==> config.mk <==
export PLATFORM = sky130hd
export DESIGN_NAME = pwl_ctrl
export DESIGN_NICKNAME = d
export VERILOG_FILES = /design/src/rtl/pwl_pkg.sv /design/src/rtl/pwl_ctrl.sv
export SDC_FILE = /design/constraint.sdc
export NUM_CORES = 1
export LEC_CHECK = 0
export ABC_AREA = 1
export BUFFER_PORTS_ARGS = -buffer_cell sky130_fd_sc_hd__buf_2
export CORE_MARGIN = 2
export CORE_UTILIZATION = 40
export DETAILED_ROUTE_END_ITERATION = 12
export PLACE_DENSITY = 0.61
export SYNTH_ARGS = -nofsm -noshare
export SYNTH_HDL_FRONTEND = slang
export SYNTH_SLANG_ARGS = --single-unit
export TNS_END_PERCENT = 1
==> constraint.sdc <==
create_clock -name i_clk -period 1.85 [get_ports i_clk]
set_input_delay 0.37 -clock i_clk [delete_from_list [all_inputs] [get_ports i_clk]]
set_output_delay 0.37 -clock i_clk [all_outputs]
set_load 0.01 [all_outputs]
==> src/rtl/pwl_pkg.sv <==
// Shared constants, status codes and controller/datapath command types
// for the piecewise linear interpolator. No dependencies.
package pwl_pkg;

    // Table geometry
    localparam int MAX_POINTS = 256;
    localparam int ADDR_W     = $clog2(MAX_POINTS);
    localparam int CNT_W      = $clog2(MAX_POINTS + 1);
    localparam int CFG_W      = 9;
    localparam int INDEX_W    = 8;
    localparam int DATA_W     = 32;

    // Stream word layouts
    localparam int IN_TDATA_W  = INDEX_W + 3 * DATA_W;
    localparam int STATUS_W    = 2;
    localparam int OUT_FIELD_W = DATA_W + STATUS_W;
    localparam int OUT_TDATA_W = ((OUT_FIELD_W + 7) / 8) * 8;
    localparam int OUT_PAD_W   = OUT_TDATA_W - OUT_FIELD_W;

    // Iteration counts of the shift-add multiplier and restoring divider
    localparam int MUL_STEPS = DATA_W;
    localparam int DIV_STEPS = DATA_W + 1;
    localparam int STEP_W    = $clog2(DIV_STEPS);

    // Input word kinds
    localparam logic CMD_WRITE = 1'b0;
    localparam logic CMD_QUERY = 1'b1;

    typedef logic [STATUS_W-1:0] t_status;

    // Result status codes
    localparam t_status ST_OK         = 2'd0;
    localparam t_status ST_RANGE      = 2'd1;
    localparam t_status ST_ZERO_WIDTH = 2'd2;
    localparam t_status ST_SAT        = 2'd3;

    // Controller to datapath commands
    typedef struct packed {
        logic              wr_en;
        logic              v_load;
        logic              scan;
        logic [ADDR_W-1:0] rd_addr;
        logic              seg_load;
        logic              mul_init;
        logic              mul_step;
        logic              div_init;
        logic              div_step;
        logic              base_load;
        logic              out_load;
        t_status           res_sel;
    } t_dp_cmd;

    // Datapath to controller status
    typedef struct packed {
        logic hit;
        logic zero_width;
    } t_dp_stat;

endpackage

==> src/rtl/pwl_ctrl.sv <==
// Controller: point count register, segment scan sequencing, multiply and
// divide step counts, output word valid. Uses pwl_pkg.
module pwl_ctrl (
    input  logic                      i_clk,
    input  logic                      i_rst_n,
    input  logic                      i_cfg_wr_en,
    input  logic [pwl_pkg::CFG_W-1:0] i_cfg_wr_data,
    input  logic                      i_in_valid,
    output logic                      o_in_ready,
    input  logic                      i_in_command,
    output logic                      o_out_valid,
    input  logic                      i_out_ready,
    output pwl_pkg::t_dp_cmd          o_cmd,
    input  pwl_pkg::t_dp_stat         i_stat
);
    import pwl_pkg::*;

    localparam logic [2:0] S_IDLE  = 3'd0;
    localparam logic [2:0] S_SCAN  = 3'd1;
    localparam logic [2:0] S_PREP  = 3'd2;
    localparam logic [2:0] S_MUL   = 3'd3;
    localparam logic [2:0] S_DIVI  = 3'd4;
    localparam logic [2:0] S_DIV   = 3'd5;
    localparam logic [2:0] S_BASE  = 3'd6;
    localparam logic [2:0] S_FIN   = 3'd7;

    logic [2:0]       r_state,      n_state;
    logic [CFG_W-1:0] r_num_points, n_num_points;
    logic [CNT_W-1:0] r_n,          n_n;
    logic [CNT_W-1:0] r_idx,        n_idx;
    logic [STEP_W-1:0] r_step,      n_step;
    t_status          r_res,        n_res;
    logic             r_out_valid,  n_out_valid;
    logic [CNT_W-1:0] n_eff;

    // Clamp the configured count to the table size
    assign n_eff = (32'(r_num_points) > MAX_POINTS) ? CNT_W'(MAX_POINTS)
                                                     : CNT_W'(r_num_points);

    assign o_in_ready  = (r_state == S_IDLE);
    assign o_out_valid = r_out_valid;

    // Next state and commands
    always_comb begin
        n_state       = r_state;
        n_num_points  = r_num_points;
        n_n           = r_n;
        n_idx         = r_idx;
        n_step        = r_step;
        n_res         = r_res;
        o_cmd         = '0;
        o_cmd.rd_addr = r_idx[ADDR_W-1:0];
        o_cmd.res_sel = r_res;

        if (i_cfg_wr_en) begin
            n_num_points = i_cfg_wr_data;
        end

        unique case (r_state)
            S_IDLE: begin
                if (i_in_valid) begin
                    if (i_in_command == CMD_WRITE) begin
                        o_cmd.wr_en = 1'b1;
                    end else begin
                        o_cmd.v_load = 1'b1;
                        n_n          = n_eff;
                        n_idx        = '0;
                        if (n_eff < CNT_W'(2)) begin
                            n_res   = ST_RANGE;
                            n_state = S_FIN;
                        end else begin
                            n_state = S_SCAN;
                        end
                    end
                end
            end
            S_SCAN: begin
                // Read one point a cycle; test once two points are present
                o_cmd.scan = 1'b1;
                priority if (r_idx >= CNT_W'(2) && i_stat.hit) begin
                    if (i_stat.zero_width) begin
                        n_res   = ST_ZERO_WIDTH;
                        n_state = S_FIN;
                    end else begin
                        o_cmd.seg_load = 1'b1;
                        n_res          = ST_OK;
                        n_state        = S_PREP;
                    end
                end else if (r_idx >= CNT_W'(2) && r_idx == r_n) begin
                    n_res   = ST_RANGE;
                    n_state = S_FIN;
                end else begin
                    n_idx = r_idx + CNT_W'(1);
                end
            end
            S_PREP: begin
                o_cmd.mul_init = 1'b1;
                n_step         = '0;
                n_state        = S_MUL;
            end
            S_MUL: begin
                o_cmd.mul_step = 1'b1;
                if (r_step == STEP_W'(MUL_STEPS - 1)) begin
                    n_state = S_DIVI;
                end else begin
                    n_step = r_step + STEP_W'(1);
                end
            end
            S_DIVI: begin
                o_cmd.div_init = 1'b1;
                n_step         = '0;
                n_state        = S_DIV;
            end
            S_DIV: begin
                o_cmd.div_step = 1'b1;
                if (r_step == STEP_W'(DIV_STEPS - 1)) begin
                    n_state = S_BASE;
                end else begin
                    n_step = r_step + STEP_W'(1);
                end
            end
            S_BASE: begin
                o_cmd.base_load = 1'b1;
                n_state         = S_FIN;
            end
            S_FIN: begin
                // Hold until the output register is free
                if (!r_out_valid || i_out_ready) begin
                    o_cmd.out_load = 1'b1;
                    n_state        = S_IDLE;
                end
            end
            default: begin
                n_state = S_IDLE;
            end
        endcase

        // Output word valid
        priority if (o_cmd.out_load) begin
            n_out_valid = 1'b1;
        end else if (r_out_valid && i_out_ready) begin
            n_out_valid = 1'b0;
        end else begin
            n_out_valid = r_out_valid;
        end
    end

    // Control registers
    always_ff @(posedge i_clk) begin
        if (!i_rst_n) begin
            r_state      <= S_IDLE;
            r_num_points <= '0;
            r_n          <= '0;
            r_idx        <= '0;
            r_step       <= '0;
            r_res        <= ST_OK;
            r_out_valid  <= 1'b0;
        end else begin
            r_state      <= n_state;
            r_num_points <= n_num_points;
            r_n          <= n_n;
            r_idx        <= n_idx;
            r_step       <= n_step;
            r_res        <= n_res;
            r_out_valid  <= n_out_valid;
        end
    end

endmodule

==> results_dict.tcl <==
set metrics [dict create \
    status "finished clean" \
    p_per_area_nw_per_um2 1240 \
    num_rows 27 \
    drt-initial-drc-count 97 \
    seq_area_frac_synth 0.331 \
    port_buffers 38 \
    clock_latency_ps 310 \
    wire_per_inst_um 11.5 \
    ys.warnings.count 0 \
    numCtsBuffers 5 \
    drc 0 \
    cap_violations 0 \
    ant_nets 0 \
    final_layout_size_suffix_gt1_frac 0.263 \
    core-area_um2 5610 \
    root_buffer "clkbuf_8" \
    firstDrtPassIters 4 \
    irDropWorstVdd_mv 0.447 \
    slew_headroom 0.741 \
    post-dp-hpwl_um 3980 \
    grt.total_usage 0.176 \
    hold_path_startpoint "i_cfg_wr_data[2]" \
    synth_largest_area_cell "dfxtp_1" \
    fin_crit_ps 1840 \
    critPathLaunchType "flop" \
    synth-edff-count 0 \
    multiInputGateArea_um2 1340 \
    finClkSkew_ps 8.92 \
    syn_avg_cell_area_um2 6.67 \
    routed_wl_um 5360 \
    worstPathArrival_ps 1470 \
    ys_types 32 \
    r2r-start "r_idx[0]" \
    p_leak_nw 1.21 \
    grt_max_degree 16 \
    synth_common_cells "nand2_1 (84), nor2_1 (57), dfxtp_1 (39)" \
    gr-total-overflow 0 \
    cts.sinks 39 \
    crit_path_end_kind "output port" \
    placed_area_um2 2550 \
    holdBufCountCts 0 \
    synth_area_um2 2360 \
    finalCritPeriodShare 0.994 \
    die_y_um 80.8 \
    die_w_um 80.8 \
    synthCells 354 \
    syn2layout_area_growth_pct 18.0 \
    num_vias 2225 \
    vias_per_cell 4.75 \
    required_ps 1480 \
    cts_tree "yes" \
    crit_start "r_state[1]" \
    htreeDepth 2 \
    yosys_most_used_dff "dfxtp_1" \
    tns_ps 0 \
    diodes 0 \
    crit_fanout 5 \
    dieArea_um2 6530 \
    slew_violations 0 \
    grt_pass1_wl_um 8940 \
    cts.clk_slew.worst_paths_ps 80 \
    num-fill-cells 608 \
    worstSetupPathType "flop to output port" \
    place.gp.congestion 0.869 \
    final_nets 419 \
    fin_area_um2 2790 \
    ys_ff_latch 39 \
    synth.most_common_cell "nand2_1" \
    ys_async_sr_fraction 0 \
    tightest_slew_ps 385 \
    grt_pass1_vias 1944 \
    yosysTopAreaCellShare 0.331 \
    regArea_um2 798 \
    hold_path.class "input port to flop" \
    ys_top_cells_by_area "dfxtp_1 (33%), nand2_1 (13%), nor2_1 (9.1%), nand3_1 (5.5%), inv_1 (5.4%)" \
    antenna_found_initial 0 \
    hold_viol 0 \
    clockBufferDepth 2 \
    rsz0062_at_grt "yes" \
    power_mw 3.45 \
    syn-num-nets 378 \
    fmax_mhz 544 \
    start_util 0.421 \
    pin_count 39 \
    setup_viol 0 \
]
==> layout by cell type, fill, tap and decap left out, types with 2 or more instances in the layout <==
cell | Yosys | final
a21oi_1 | 25 | 25
buf_2 | 3 | 38
buf_4 | 9 | 14
clkbuf_8 | 1 | 5
dfxtp_1 | 39 | 29
dfxtp_2 | 0 | 8
dfxtp_4 | 0 | 2
ha_1 | 7 | 6
inv_1 | 34 | 33
inv_2 | 6 | 7
nand2_1 | 84 | 83
nand2_2 | 4 | 5
nand2_4 | 3 | 2
nand3_1 | 26 | 26
nand3b_1 | 2 | 2
nand4_1 | 3 | 3
nor2_1 | 57 | 54
nor2_2 | 4 | 6
nor2_4 | 3 | 4
nor3_1 | 7 | 6
nor3_2 | 1 | 2
nor3_4 | 2 | 2
o21ai_0 | 15 | 15
xor2_1 | 5 | 5
==> cells by family (layout without fill, tap and decap cells) <==
| logic type | after synthesis | in the layout | share of synthesized area |
|---|---|---|---|
| AOI/OAI and AO/OA | 43 | 43 | 0.0970 |
| xor gates and xnor gates | 6 | 6 | 0.0223 |
| adders and majority gates | 7 | 7 | 0.0371 |
| buffers and inverters | 59 | 101 | 0.124 |
| DFF | 39 | 39 | 0.331 |
| and+or+nand+nor | 200 | 200 | 0.389 |
==> stage by stage <==
stage                util  hold slack [ps]  setup slack (ps)  instances
CTS                 0.479              281             -27.7        462
global route        0.497              304             -92.1        468
global placement    0.456              433               188        453
floorplan               -              439               278        354
detailed placement  0.456              443               163        453
finish              0.497              287              11.2        468
==> cell type report <==
cell class                      count  area share
Inverter                           41      0.0553
Tap cell                           72      0.0323
Sequential cell                    39       0.287
Clock inverter                      3      0.0157
Timing Repair Buffer               52       0.106
Multi-Input combinational cell    256       0.479
Clock buffer                        5      0.0247
==> power breakdown <==
group,switching [mW],internal (mW)
Sequential,0.110,0.964
Combinational,1.02,0.621
Clock,0.332,0.402
Total,1.46,1.99
==> worst paths after layout <==
check / to / slack [ps] / cells past startpoint
worst min register to register: r_res[0] / 450 / 2
worst max register to register: r_idx[3] / 160 / 13
worst max-delay path: o_cmd[18] / 10 / 7
worst min-delay path: r_num_points[2] / 290 / 3
==> flip-flops by register name, summed over array words and instances (netlist names) <==
| signal | flops |
|---|---|
| r_step | 6 |
| r_n | 9 |
| r_num_points | 9 |
| o_out_valid | 1 |
| r_res | 2 |
| r_state | 3 |
| r_idx | 9 |
==> layer usage <==
layer / routed length [um] / global-route usage / up-vias
met4: 70 / 0.0559 / 0
met1: 2730 / 0.241 / 973
met3: 300 / 0.0489 / 7
met5: 0 / 0 / -
met2: 2260 / 0.268 / 52
li1: - / - / 1193
==> worst max-delay path, stage by stage, from the launching register on <==
cell,delay [ps]
dfxtp_4,360
buf_4,150
nor2_2,90
inv_2,70
nor2_4,170
nand2_4,90
nor2_4,100
buf_2,140
==> repair_timing <==
| item | 4_1_cts | 5_1_grt |
|---|---|---|
| pin swaps | 3 | 8 |
| resized for setup | 4 | 19 |
| buffers inserted | 1 | 6 |
| endpoints found under the setup margin | 2 | 16 |
(Power assumes the default switching activity.)
